File: src/hw/rtl/cht_ram.sv
// cht_ram: generic simple dual port ram, one write and one registered read
// no dependencies
module cht_ram #(
   parameter int WIDTH = 8,
   parameter int DEPTH = 16
) (
   input  logic                     clock,
   input  logic                     wr_en,
   input  logic [$clog2(DEPTH)-1:0] wr_addr,
   input  logic [WIDTH-1:0]         wr_data,
   input  logic [$clog2(DEPTH)-1:0] rd_addr,
   output logic [WIDTH-1:0]         rd_data
);

   logic [WIDTH-1:0] mem_ff [DEPTH];
   logic [WIDTH-1:0] rd_data_ff;

   always_ff @(posedge clock) begin
      if (wr_en) begin
         mem_ff[wr_addr] <= wr_data;
      end
      rd_data_ff <= mem_ff[rd_addr];
   end

   assign rd_data = rd_data_ff;

endmodule
File: config.mk
export PLATFORM = sky130hd
export DESIGN_NAME = cht_ram
export DESIGN_NICKNAME = d
export VERILOG_FILES = /design/src/hw/rtl/cht_ram.sv
export SDC_FILE = /design/constraint.sdc
export NUM_CORES = 1
export LEC_CHECK = 0
export ABC_CLOCK_PERIOD_IN_PS = 3300
export CORE_MARGIN = 5
export CORE_UTILIZATION = 47
export CTS_BUF_LIST = sky130_fd_sc_hd__clkbuf_8
export DETAILED_ROUTE_END_ITERATION = 8
export DONT_BUFFER_PORTS = 1
export HOLD_SLACK_MARGIN = 0.02
export SYNTH_ARGS = -nofsm -noshare
export SYNTH_HDL_FRONTEND = slang
export SYNTH_SLANG_ARGS = --single-unit
File: constraint.sdc
create_clock -name clock -period 3.3 [get_ports clock]
set_input_delay 0.165 -clock clock [delete_from_list [all_inputs] [get_ports clock]]
set_output_delay 0.165 -clock clock [all_outputs]
set_load 0.1 [all_outputs]
* Yosys cells after proc, flatten, opt, wreduce, memory -nomap -nowiden
Memory sizes are Yosys's and may differ from the RTL's. A register that Yosys moved wholly into a read port is not among the register bits.
Cells that the tools add are included.
** Storage, ports and cells
- Register bits :: 0
- Input port bits :: 18
- Bits in writable memories :: 128
- Memories :: 1
** Memories
- mem_ff :: depth 16, width 8, read ports 1, clocked after Yosys merged registers in 1, wr ports 1, line 15 : logic [WIDTH-1:0] mem_ff [DEPTH];
** Operators by class
- Multiplexer cells :: 2
** Operators with widths (number)
- $mux 1 :: 2

* Longest topological paths before layout
Gate-level depths: netlist (run 1).
- Depth after elaboration :: 2
- Depth in mapped cells :: 5
- Mapped depth without buffers :: 3

* Least setup slack after synthesis (run 1)
No wires, ideal clock.
- Path kind :: input to register
- Start point :: input port wr_addr[2]
- End point :: memory mem_ff[0][0], enable pin
- Arrival :: 1275 ps
- Path slack :: 1642 ps
- Data required time :: 2917 ps
- Cell stages on the path :: 2
- Path through :: or3b_2 > nor3_1
** RTL lines
- start, declared :: line 9 : input logic [$clog2(DEPTH)-1:0] wr_addr,
- end, declared :: line 15
No word-level cell before the write port.

* Worst setup path after layout (run 1)
- Start point :: input port wr_addr[0]
- End point :: memory mem_ff[4][3], enable pin
No word-level cell before the write port.

==> results.md, run 1 <==
- The pin count of the biggest net entering global routing is 33.
- Including well taps, the total number of placed cells is between 300 and 400.
- Summed over all cells, the static leakage comes to 1.85 nW.
- The tree built by TritonCTS fans out to around 140 sinks.
- The number of global-route vias before repair is roughly 2500.
- The worst slew margin relative to its limit is between 30% and 40%.
- The kind of cell adding the most delay to the critical path is buffers and inverters.
- The number of nets handed over by synthesis was 247.
- Averaged over all synthesized cells, the footprint is roughly 22 um^2.
- The share of the cycle needed by the critical path after routing is ~50%.
- The number of different library cells used by synthesis comes to 19.
- The TritonCTS clock tree is built.
- The number of max-slew violations in the final report was 0.
- After synthesis the cells add up to 5150 um^2.
- The worst register-to-register path has a setup slack of between 1.5 and 2 ns.
- The number of port buffers is 0.
- The count of final hold-check violations came to 0.
- Clock skew on the completed layout was measured at between 0.008 and 0.009 ns.
- The congestion estimate from routability-driven global placement came to approximately 0.73.
- For this block, the routed nets add up to around 10000 um of wire.
- The commonest cells after synthesis are 128 x edfxtp_1, 18 x mux4_2, 16 x a22oi_1.
- The most frequent cell on the critical path is dlygate4sd3_1.
- The initial detailed-routing violation count is between 100 and 150.
- The fraction of final layout cells with drive strength greater than 1 is between 10% and 20%.
- In this run the critical register-to-register path is captured at rd_data[2].
- Walking the worst path, the cells encountered are dlygate4sd3_1, nor3_2, dlygate4sd3_1.
- The category of the worst setup path capture point is a flip-flop.
- Setup violations remaining at the end of the flow were counted as 0.
- The run finished with clean final reports.
- The yosys synthesis warning count is 0.
- Global routing finished with a remaining overflow of 0.
- The total clock buffers created by CTS is 17.
- Before antenna repair, the detailed router went through 4 iterations.
- The data arrival time at the worst-slack endpoint is 1.73 ns.
- The floorplan step set the die height to 115 um.
- Yosys mapped a number of flops with a built-in enable equal to between 100 and 150.
- The cell at the slowest stage of the critical path is dlygate4sd3_1.
- The synthesized flop and latch total is about 140.
- Using the TritonRoute via totals, the vias-per-cell ratio works out to about 5.7.
- Static timing analysis puts the maximum clock frequency at roughly 610 MHz.
- Across the VDD grid, the largest voltage drop is ~470 uV.
- Once the floorplan was initialized, standard cells occupied about 48% of the core.
- Of all cell types, the one taking the most synthesized area is edfxtp_1.
- The end point of the worst hold path is rd_data[1].
- In this run the critical register-to-register path is launched from mem_ff[0][2].
- The maximum fanout along the worst path is 8.
- Counting instances, the worst hold path has a depth of 3.
- At the end of the flow the core is filled with cells to between 50% and 60%.
- The sum of negative setup slack is 0 ns.
- The logic depth of the worst setup path including buffers is 3.
- The count of nets left with antenna violations once routing finished came out at 0.
- In the routed design, unresolved DRC markers number 0.
- Hold timing on the final database bottoms out at a slack of slightly above 0.06 ns.
- The number of top-level pins is 26.
- The tightest min-delay check is of the input pin to flip-flop type.
- After detailed routing, the average wire length per cell comes to roughly 24 um.
- The floorplan step defined a die boundary enclosing 13100 um^2.
- The synthesized netlist cell count is 229.
- Data on the critical path is required at its endpoint by roughly 3.4 ns.
- The clock-pin slew on the worst setup and hold paths is roughly 0.07 ns.
- The later-pin clock latency in the skew report is roughly 0.43 ns.
- The sequential share of the synthesized area is a little under 80%.
- The power consumption is between 3 and 4 mW.
- The placement-stage worst setup slack is 1.43 ns.
- Compared with the post-synthesis result, the final layout area differs by 11.7%.
- The ratio of total power to cell area is between 500 and 600 nW/um^2.
- Global routing used 16.2% of the available tracks.
- The antenna diode count is 0.
- Once the clock tree was built, the setup fixing pass inserted 0 buffers.
- The max-cap check violation count is 0.
- The minimum clock period after layout is around 1.7 ns.
- The H-tree was split into 4 levels.
- For the pin with the worst max-slew slack, the measured transition is 0.960 ns.
- The floorplan has 38 rows.
- Summed over its instances, the top area cell type makes up between 70% and 80% of the synthesized netlist area.
- For this run, asynchronously set or reset flops after synthesis account for 0%.
- The startpoint type of the worst setup path is an input pin.
- Counting along the longest clock path gives a buffer depth of 2.
- The final cell count without fillers is 405.
- The horizontal die dimension is roughly 110 um.
- The number of buffers and inverters on the critical path is 2.
- The cell sitting at the root of the clock tree is a clkbuf_8.
- The finished layout cell area is roughly 5800 um^2.
- The number of antenna violations at the first check in global routing is 0.
- The start-to-end type of the worst setup path is input pin to flip-flop.
- Yosys attributes the largest share of cell area to edfxtp_1 75%, mux4_2 7.9%, mux4_1 7.1%.
- Among all cell types in the netlist, the one instantiated most often is edfxtp_1.
- The highest cell delay on the worst timing path is just under 0.9 ns.
- Summed over all nets, the half-perimeter wirelength after detailed placement is 6150 um.
- The most used flip-flop cell after synthesis is edfxtp_1.
- Setup repair after global routing left no endpoint under its margin.
- The global-route wire length before repair is about 15000 um.
- The total area inside the core boundary comes to between 10000 and 15000 um^2.
- The worst-case reg-to-reg path depth is 3.
- Gates resized during post-CTS repair numbered 0.
- After detailed placement, the total cell area comes to about 5300 um^2.
- The number of vias after detailed routing is 2290.
- The worst hold path begins at rd_addr[1].
- For this run, the post-layout net count is 270.
- The smallest setup slack after layout is around 1.6 ns.
==> kinds of logic (layout without fill, tap and decap cells) <==
| family | Yosys count | after routing | share of synthesized area (%) |
|---|---|---|---|
| multiplexers | 32 | 32 | 15.0 |
| flip-flops | 136 | 136 | 77.8 |
| AND/OR/NAND/NOR | 35 | 35 | 3.18 |
| buffers and inverters | 10 | 46 | 1.68 |
| AO/OA/AOI/OAI | 16 | 16 | 2.33 |
==> metal layers <==
layer,global-route usage (%),share of wire [%]
met1,22.4,44
met2,23.3,46
met3,5.07,6.4
met4,8.00,3.0
met5,0,0
==> final cells by class <==
type / instances / area (um^2)
Timing Repair Buffer: 14 / 133
Sequential cell: 136 / 4000
Multi-Input combinational cell: 83 / 1060
Clock buffer: 17 / 234
Tap cell: 140 / 175
Clock inverter: 15 / 143
Fill cell: 828 / 5040
==> layout by cell type (no fill, tap or decap), drive strengths merged, types with 3 or more instances in the layout <==
cell type,instances
dfxtp,8
clkinv,6
mux4,32
dlygate4sd3,11
clkbuf,17
inv,3
nor2,13
edfxtp,128
a22oi,16
nor3,4
nand2,9
clkinvlp,4
buf,3
==> what timing repair did <==
| action | 4_1_cts | 5_1_grt |
|---|---|---|
| hold buffers | 9 | 2 |
| hold endpoints to repair | 131 | 8 |
| setup endpoints to repair | 0 | 0 |
==> state kept, by name, summed over array words and instances, names as in the netlist <==
signal and flops:
rd_data 8, mem_ff 128
==> worst max-delay path by stage <==
stage | from | slack, ns | end
finish | wr_addr[0] | 1.65 | mem_ff[4][3]
global route | wr_addr[0] | 1.62 | mem_ff[4][3]
CTS | rd_data[4] | 1.70 | rd_data[4]
detailed placement | wr_addr[3] | 1.43 | mem_ff[4][2]
global placement | wr_addr[3] | 1.63 | mem_ff[4][2]
floorplan | wr_addr[2] | 1.64 | mem_ff[0][0]
==> worst min-delay path, cell delays in order <==
cell and delay, ns:
mux4_2 0.17, a22oi_1 0.06, nand2_1 0.06
==> power by group <==
group / internal (mW) / total (mW) / switching, mW
clock: 0.660 / 1.28 / 0.617
combinational: 0.0634 / 0.135 / 0.0715
sequential: 1.93 / 2.03 / 0.0960
No activity file was read; power rests on OpenSTA's default activity.
==> run 2: changes to the inputs <==
--- a/config.mk
+++ b/config.mk
@@ -5,7 +5,7 @@
 export SDC_FILE = /design/constraint.sdc
 export NUM_CORES = 1
 export LEC_CHECK = 0
-export ABC_CLOCK_PERIOD_IN_PS = 3300
+export ABC_CLOCK_PERIOD_IN_PS = 1450
 export CORE_MARGIN = 5
 export CORE_UTILIZATION = 47
 export CTS_BUF_LIST = sky130_fd_sc_hd__clkbuf_8
==> constraint.sdc (replaced) <==
create_clock -name clock -period 1.45 [get_ports clock]
set_input_delay 0.0725 -clock clock [delete_from_list [all_inputs] [get_ports clock]]
set_output_delay 0.0725 -clock clock [all_outputs]
set_load 0.1 [all_outputs]
==> results.md, run 2 (synthesis gave the netlist of run 1 again) <==
- The number of max-slew violations in the final report came to 0.
- The number of iterations in the first detailed-routing pass is 4.
- The effective utilization at floorplan is a little under half.
- Across the VDD grid, the largest voltage drop is between 500 and 600 uV.
- The filler cell count in the final layout is 800.
- The number of antenna violations at the first check in global routing was 1.
- The initial detailed-routing violation count is about 180.
- The hold path startpoint is rd_addr[0].
- The critical path goes through dlygate4sd3_1, mux4_2, a22oi_1, nand2_1.
- The largest register by flop count is mem_ff.
- The number of vias after detailed routing is 2382.
- In this run the worst hold path is classified as input pin to flip-flop.
- The clock-pin slew on the worst setup and hold paths is approximately 0.08 ns.
- Headroom to the max-slew limit came out at around 47%.
- The number of top-level pins is 26.
- In this run the worst setup path begins at rd_addr[0].
- Data arrives at the worst endpoint at 1.66 ns.
- The height of the chip is between 100 and 150 um.
- The die covers about 13000 um^2.
- The startpoint type of the worst setup path is an input pin.
- At the placement stage, the worst setup path has a slack of 0.0754 ns.
- Row generation in the floorplan step produced 38 rows.
- The library cell used as clock root buffer is clkbuf_8.
- The number of global-route vias before repair is about 2500.
- Summing internal, switching and leakage power gives 8.39 mW.
- The flow ran to the end, and the final reports show no timing, DRC or antenna violations.
- Dividing the final minimum period by the clock period gives a little over nine tenths.
- The routed design has approximately 10000 um of wire.
- The smallest setup slack after layout is ~0.088 ns.
- The static leakage is roughly 2 nW.
- The start-to-end type of the worst setup path is input pin to flip-flop.
- The sum of overflow across all layers after global routing is 0.
- The combinational power share is under 10%.
- In the final layout, the share of cells above drive strength 1 is between 20 and 30%.
- In the layout the commonest cells are 128 x edfxtp_1, 24 x buf_4, 18 x mux4_2.
- In this run the worst path has a maximum fanout of 29.
- The transition at the pin with the smallest max-transition slack is ~0.8 ns.
- The total clock buffers created by CTS is 17.
- In the final timing run, aggregate negative setup slack is 0 ns.
- At the later pin of the worst-skew pair, clock insertion delay measures 0.41 ns.
- The deepest level of the CTS H-tree is 4.
- Static timing analysis puts the maximum clock frequency at roughly 730 MHz.
- The number of port buffers is 0.
- In this run, the clock network consumes roughly 40% of the power.
- The commonest non-fill, non-tap cell in the layout is edfxtp_1.
- The global placer's final weighted congestion is 0.725.
- Dividing the detail-routed via count by the number of cells gives ~5.5.
- For this run, the slowest stage of the critical path takes ~0.79 ns.
- The total global routing track utilization is between 10% and 20%.
- Setup repair after global routing left no endpoint under its margin.
- The minimum clock period after layout is approximately 1.4 ns.
- The pin count of the biggest net entering global routing is 33.
- TritonCTS built the clock tree.
- The final net count is just under 300.
- The horizontal die dimension is roughly 110 um.
- The maximum clock path buffer count is 2.
- The worst hold margin is ~0.041 ns.
- The count of final hold-check violations is 0.
- The sink count of the clock tree is 136.
- The wire length per cell after detailed routing is roughly 23 um.
- The clock arrives with 0.0130 ns of skew.
- The sequential group share of total power is a little over half.
- The switching power of the nets is roughly 1.8 mW.
- The ratio of total power to cell area is 1390 nW/um^2.
- The flip-flop count of the largest register after layout is approximately 130.
- At the worst endpoint, the required time is roughly 1.8 ns.
- The area growth from synthesis to layout is 17.1%.
- The startpoint of the worst-slack reg-to-reg timing path is mem_ff[3][4].
- The first global-routing pass estimated around 15000 um of wire.
- Setup violations remaining at the end of the flow were counted as 0.
- The detail route stage leaves a number of antenna-violating nets equal to 0.
- The final HPWL from detailed placement is a little under 6000 um.
- The core region is 10800 um^2.
- The cell-internal power is between 6 and 7 mW.
- The category of the worst setup path capture point is a flip-flop.
- The cell at the slowest stage of the critical path is dlygate4sd3_1.
- The switching power share of the total is between 20% and 30%.
- Max-cap violations in this run came to 0.
- The number of remaining DRC errors is 0.
==> run 2: cell types whose count changed in the layout (fill, tap and decap cells not counted), sizes merged <==
cell	previous run	this run
bufinv	2	5
clkinv	6	5
buf	3	25
diode	0	1
dlygate4sd3	11	13
clkinvlp	4	2
==> run 2: worst paths after layout <==
check	to	cells after the start	slack [ns]
max reg2reg	rd_data[4]	3	0.09
min	rd_data[3]	3	0.04
max	rd_data[7]	4	0.09
min reg2reg	rd_data[2]	3	0.67
==> run 2: routing by layer <==
metal  GRT usage [%]  vias up  routed length, um
li1                -     1070                  -
met1            23.2     1245               4410
met2            25.6       63               5050
met3            4.55        4                505
met4            5.23        0                 42
met5               0        -                  0
==> run 2: through the flow <==
step | instances | utilization (%) | instance area [um^2]
finish | 430 | 55.8 | 6030
global route | 430 | 55.8 | 6030
CTS | 427 | 55.6 | 6000
detailed placement | 383 | 50.2 | 5420
global placement | 383 | 50.2 | 5420
floorplan | 229 | - | 5150
==> run 2: layout make-up <==
type                    instances  area [um^2]  share of cell area, %
clock buffers                  17          234                   3.88
clock inverters                15          213                   3.53
well taps                     140          175                   2.91
diodes                          1         2.50                 0.0415
multi-input cells              83         1070                   17.7
flip-flops and latches        136         4000                   66.4
repair buffers                 38          330                   5.48
==> run 2: repair_timing <==
item,in CTS,in global routing
hold endpoints to repair,151,4
gates resized for setup,0,1
endpoints found under the setup margin,0,1
hold buffers,12,2
buffers inserted,0,0
==> run 2: power by group through the flow <==
stage	clock [mW]	combinational (mW)	sequential, mW
floorplan	0	0.223	4.69
global placement	0	0.480	4.50
detailed placement	0	0.479	4.50
CTS	3.46	0.578	4.42
global route	3.66	0.614	4.42
finish	3.40	0.581	4.41
==> run 2: critical path: cells and delay by family <==
family / cells / cell delay [ns]
buf+inv: 1 / 0.79
mux: 1 / 0.56
simple gates: 1 / 0.07
compound gates: 1 / 0.15
==> run 3: changes to the inputs <==
--- a/config.mk
+++ b/config.mk
@@ -6,12 +6,14 @@
 export NUM_CORES = 1
 export LEC_CHECK = 0
 export ABC_CLOCK_PERIOD_IN_PS = 1450
+export CAP_MARGIN = 20
 export CORE_MARGIN = 5
 export CORE_UTILIZATION = 47
 export CTS_BUF_LIST = sky130_fd_sc_hd__clkbuf_8
 export DETAILED_ROUTE_END_ITERATION = 8
 export DONT_BUFFER_PORTS = 1
 export HOLD_SLACK_MARGIN = 0.02
+export SETUP_SLACK_MARGIN = 0.3
 export SYNTH_ARGS = -nofsm -noshare
 export SYNTH_HDL_FRONTEND = slang
 export SYNTH_SLANG_ARGS = --single-unit
==> results.md, run 3 (synthesis gave the netlist of run 1 again) <==
- The run finished, with violations left.
- The checks that failed: hold timing.
- The synthesis-to-layout area growth is 16.3%.
- Summing over every cut layer, the via total after detailed routing is 2367.
- Counting flops per register, the top entry is mem_ff.
- The worst-case reg-to-reg path depth is 3.
- For the worst setup path, the data arrival time is between 1.5 and 2 ns.
- The register with the most flip-flops in the layout has around 130 of them.
- The library cells used most frequently in the layout, excluding fill and tap cells, are 128 x edfxtp_1, 31 x mux4_2, 21 x clkbuf_8.
- The transition at the pin with the smallest max-transition slack is 0.924 ns.
- CTS built an H-tree with a depth of 4.
- 26 I/O pins were placed.
- The type of the tightest min-delay check is input pin to flip-flop.
- Global routing finished with a remaining overflow of 0.
- The total global routing track utilization is 16.3%.
- Setup violations remaining at the end of the flow were counted as 0.
- The start-to-end type of the worst setup path is flip-flop to flip-flop.
- The total clock buffers created by CTS is 17.
- The number of buffers and inverters on the critical path is 0.
- The congestion estimate from routability-driven global placement came to around 0.73.
- The multi-input combinational cells in the finished layout cover a total of around 1100 um^2.
- The kind of cell adding the most delay to the critical path is multiplexers.
- The routed length on met3 is approximately 500 um.
- The overall die area is approximately 13000 um^2.
- The remaining antenna violation count is 0.
- The antenna diode count is 0.
- In this run the tool buffered the top-level ports with 0 buffer cells.
- The cell at the slowest stage of the critical path is mux4_2.
- Registers take approximately 4000 um^2.
- VDD sags by at most about 700 uV.
- Once the floorplan was initialized, standard cells occupied between 40% and 50% of the core.
- The clock-pin slew on the worst setup and hold paths is around 0.07 ns.
- The minimum clock period after layout is roughly 1.3 ns.
- The number of iterations in the first detailed-routing pass is 4.
- At the worst endpoint, the required time is ~1.8 ns.
- Summed over all nets, wire length on met2 after detailed routing comes to between 4000 and 5000 um.
- Measured along the x axis, the die boundary spans between 100 and 150 um.
- Timing would allow up to approximately 800 MHz.
- The share of the cycle needed by the critical path after routing is 86.5%.
- For this block, the initial DRC count from the detailed router was approximately 120.
- Dividing the detail-routed via count by the number of cells gives between 5 and 6.
- The worst slew margin relative to its limit is 38.3%.
- The TritonCTS clock tree is built.
- The later pin in the worst-skew pair is clocked with a latency of ~0.42 ns.
- After detailed routing, the average wire length per cell comes to around 22 um.
- The completed layout was analyzed and its total power is approximately 8.0 mW.
- The die is 115 um tall.
- The commonest non-fill, non-tap cell in the layout is edfxtp_1.
- The first global-routing pass estimated about 15000 um of wire.
- The final net count is a little under 300.
- In this run the worst path has a maximum fanout of 1.
- Entering global routing, the biggest net connects 33 pins.
- The ratio of total power to cell area is between 1000 and 1500 nW/um^2.
- The tree is rooted in a clkbuf_8.
- Setup repair after global routing could not meet its margin everywhere.
- The number of remaining DRC errors is 0.
- The static leakage is 1.94 nW.
- The row count is 38.
- The hold buffer count at CTS is 10.
- The tool flagged a number of max-cap violations equal to 0.
- The region available for standard cell placement spans around 11000 um^2.
- The count of final hold-check violations came to 7.
- In this design, the stage delay of the slowest critical-path cell is between 0.4 and 0.5 ns.
- The sink count of the clock tree is between 100 and 150.
- No sink is reached through more buffers than the 2 on the longest clock path.
- Detailed placement finished with a half-perimeter wire length of 5950 um.
- The final wirelength is 9500 um.
- The fraction of final layout cells with drive strength greater than 1 is between 30% and 40%.
- The startpoint type of the worst setup path is a flip-flop.
- Traced cell by cell, the critical path runs through mux4_2, a22oi_2, nand2_1.
- The detailed router used layers up to and including met5.
- The worst hold margin is -0.0597 ns.
- The routed length on met1 is 4260 um.
- The number of antenna violations at the first check in global routing was 2.
- The number of global-route vias before repair is around 2500.
- The critical path crosses 3 cells after its start point.
- The number of max-slew violations in the final report was 0.
- The standard cell area after detailed placement is 5430 um^2.
- The finished layout cell area is between 5000 and 6000 um^2.
- After routing, the total negative slack on setup checks comes to 0 ns.
- The category of the worst setup path capture point is a flip-flop.
- Along the worst hold path, the cell count comes to 3.
- The largest clock skew in the final design is a little under 0.007 ns.
- The filler cell count in the final layout is approximately 820.
[run 3: cell count changes in the layout (fill, tap and decap cells not counted), moves of 4 or more]
cell      previous run  this run
mux4_1              14         1
mux4_2              18        31
a22oi_1             15         5
a22oi_2              1        11
buf_4               24        18
buf_6                0         5
clkbuf_8            17        21
[run 3: power by group]
group / internal [mW] / leakage [nW] / total [mW] / switching, mW
registers: 4.39 / 1.22 / 4.42 / 0.0285
clock network: 1.68 / 0.211 / 3.00 / 1.32
logic: 0.218 / 0.506 / 0.593 / 0.375
[run 3: area by class of cell]
cell class | count | area share [%]
sequential | 136 | 66.9
multi-input combinational | 83 | 18.4
timing repair buffer | 34 | 5.20
clock buffer | 21 | 4.83
tap | 140 | 2.93
clock inverter | 11 | 1.78
[run 3: tightest hold or removal path: stages]
cell     delay [ns]
mux4_2         0.17
a22oi_2        0.04
nand2_1        0.05
[run 3: repair_timing]
| item | CTS | global route |
|---|---|---|
| setup endpoints to repair | 9 | 14 |
| resized for setup | 17 | 10 |
| pin swaps | 2 | 4 |
| hold endpoints to repair | 168 | 8 |
| buffers inserted | 0 | 0 |
[run 3: layer usage]
layer / track usage (%) / vias up
met3: 5.34 / 14
li1: - / 1048
met1: 21.8 / 1233
met4: 6.41 / 4
met5: 0 / -
met2: 24.9 / 68
[run 3: worst paths after layout]
path | startpoint | to | slack [ns]
setup / recovery | mem_ff[2][1] | rd_data[1] | 0.20
hold / removal | rd_addr[1] | rd_data[5] | -0.06
setup reg to reg | mem_ff[2][1] | rd_data[1] | 0.20
hold reg to reg | mem_ff[15][5] | rd_data[5] | 0.67
[run 3: per-stage QoR]
stage | hold slack (ns) | std cells | worst slack [ns] | util, %
after floorplan | 0.171 | 229 | 0.254 | -
after global placement | 0.172 | 383 | 0.136 | 50.3
after detailed placement | 0.172 | 383 | 0.126 | 50.3
after CTS | -0.0917 | 425 | 0.180 | 55.2
after global routing | -0.0805 | 425 | 0.133 | 55.5
final | -0.0597 | 425 | 0.196 | 55.5
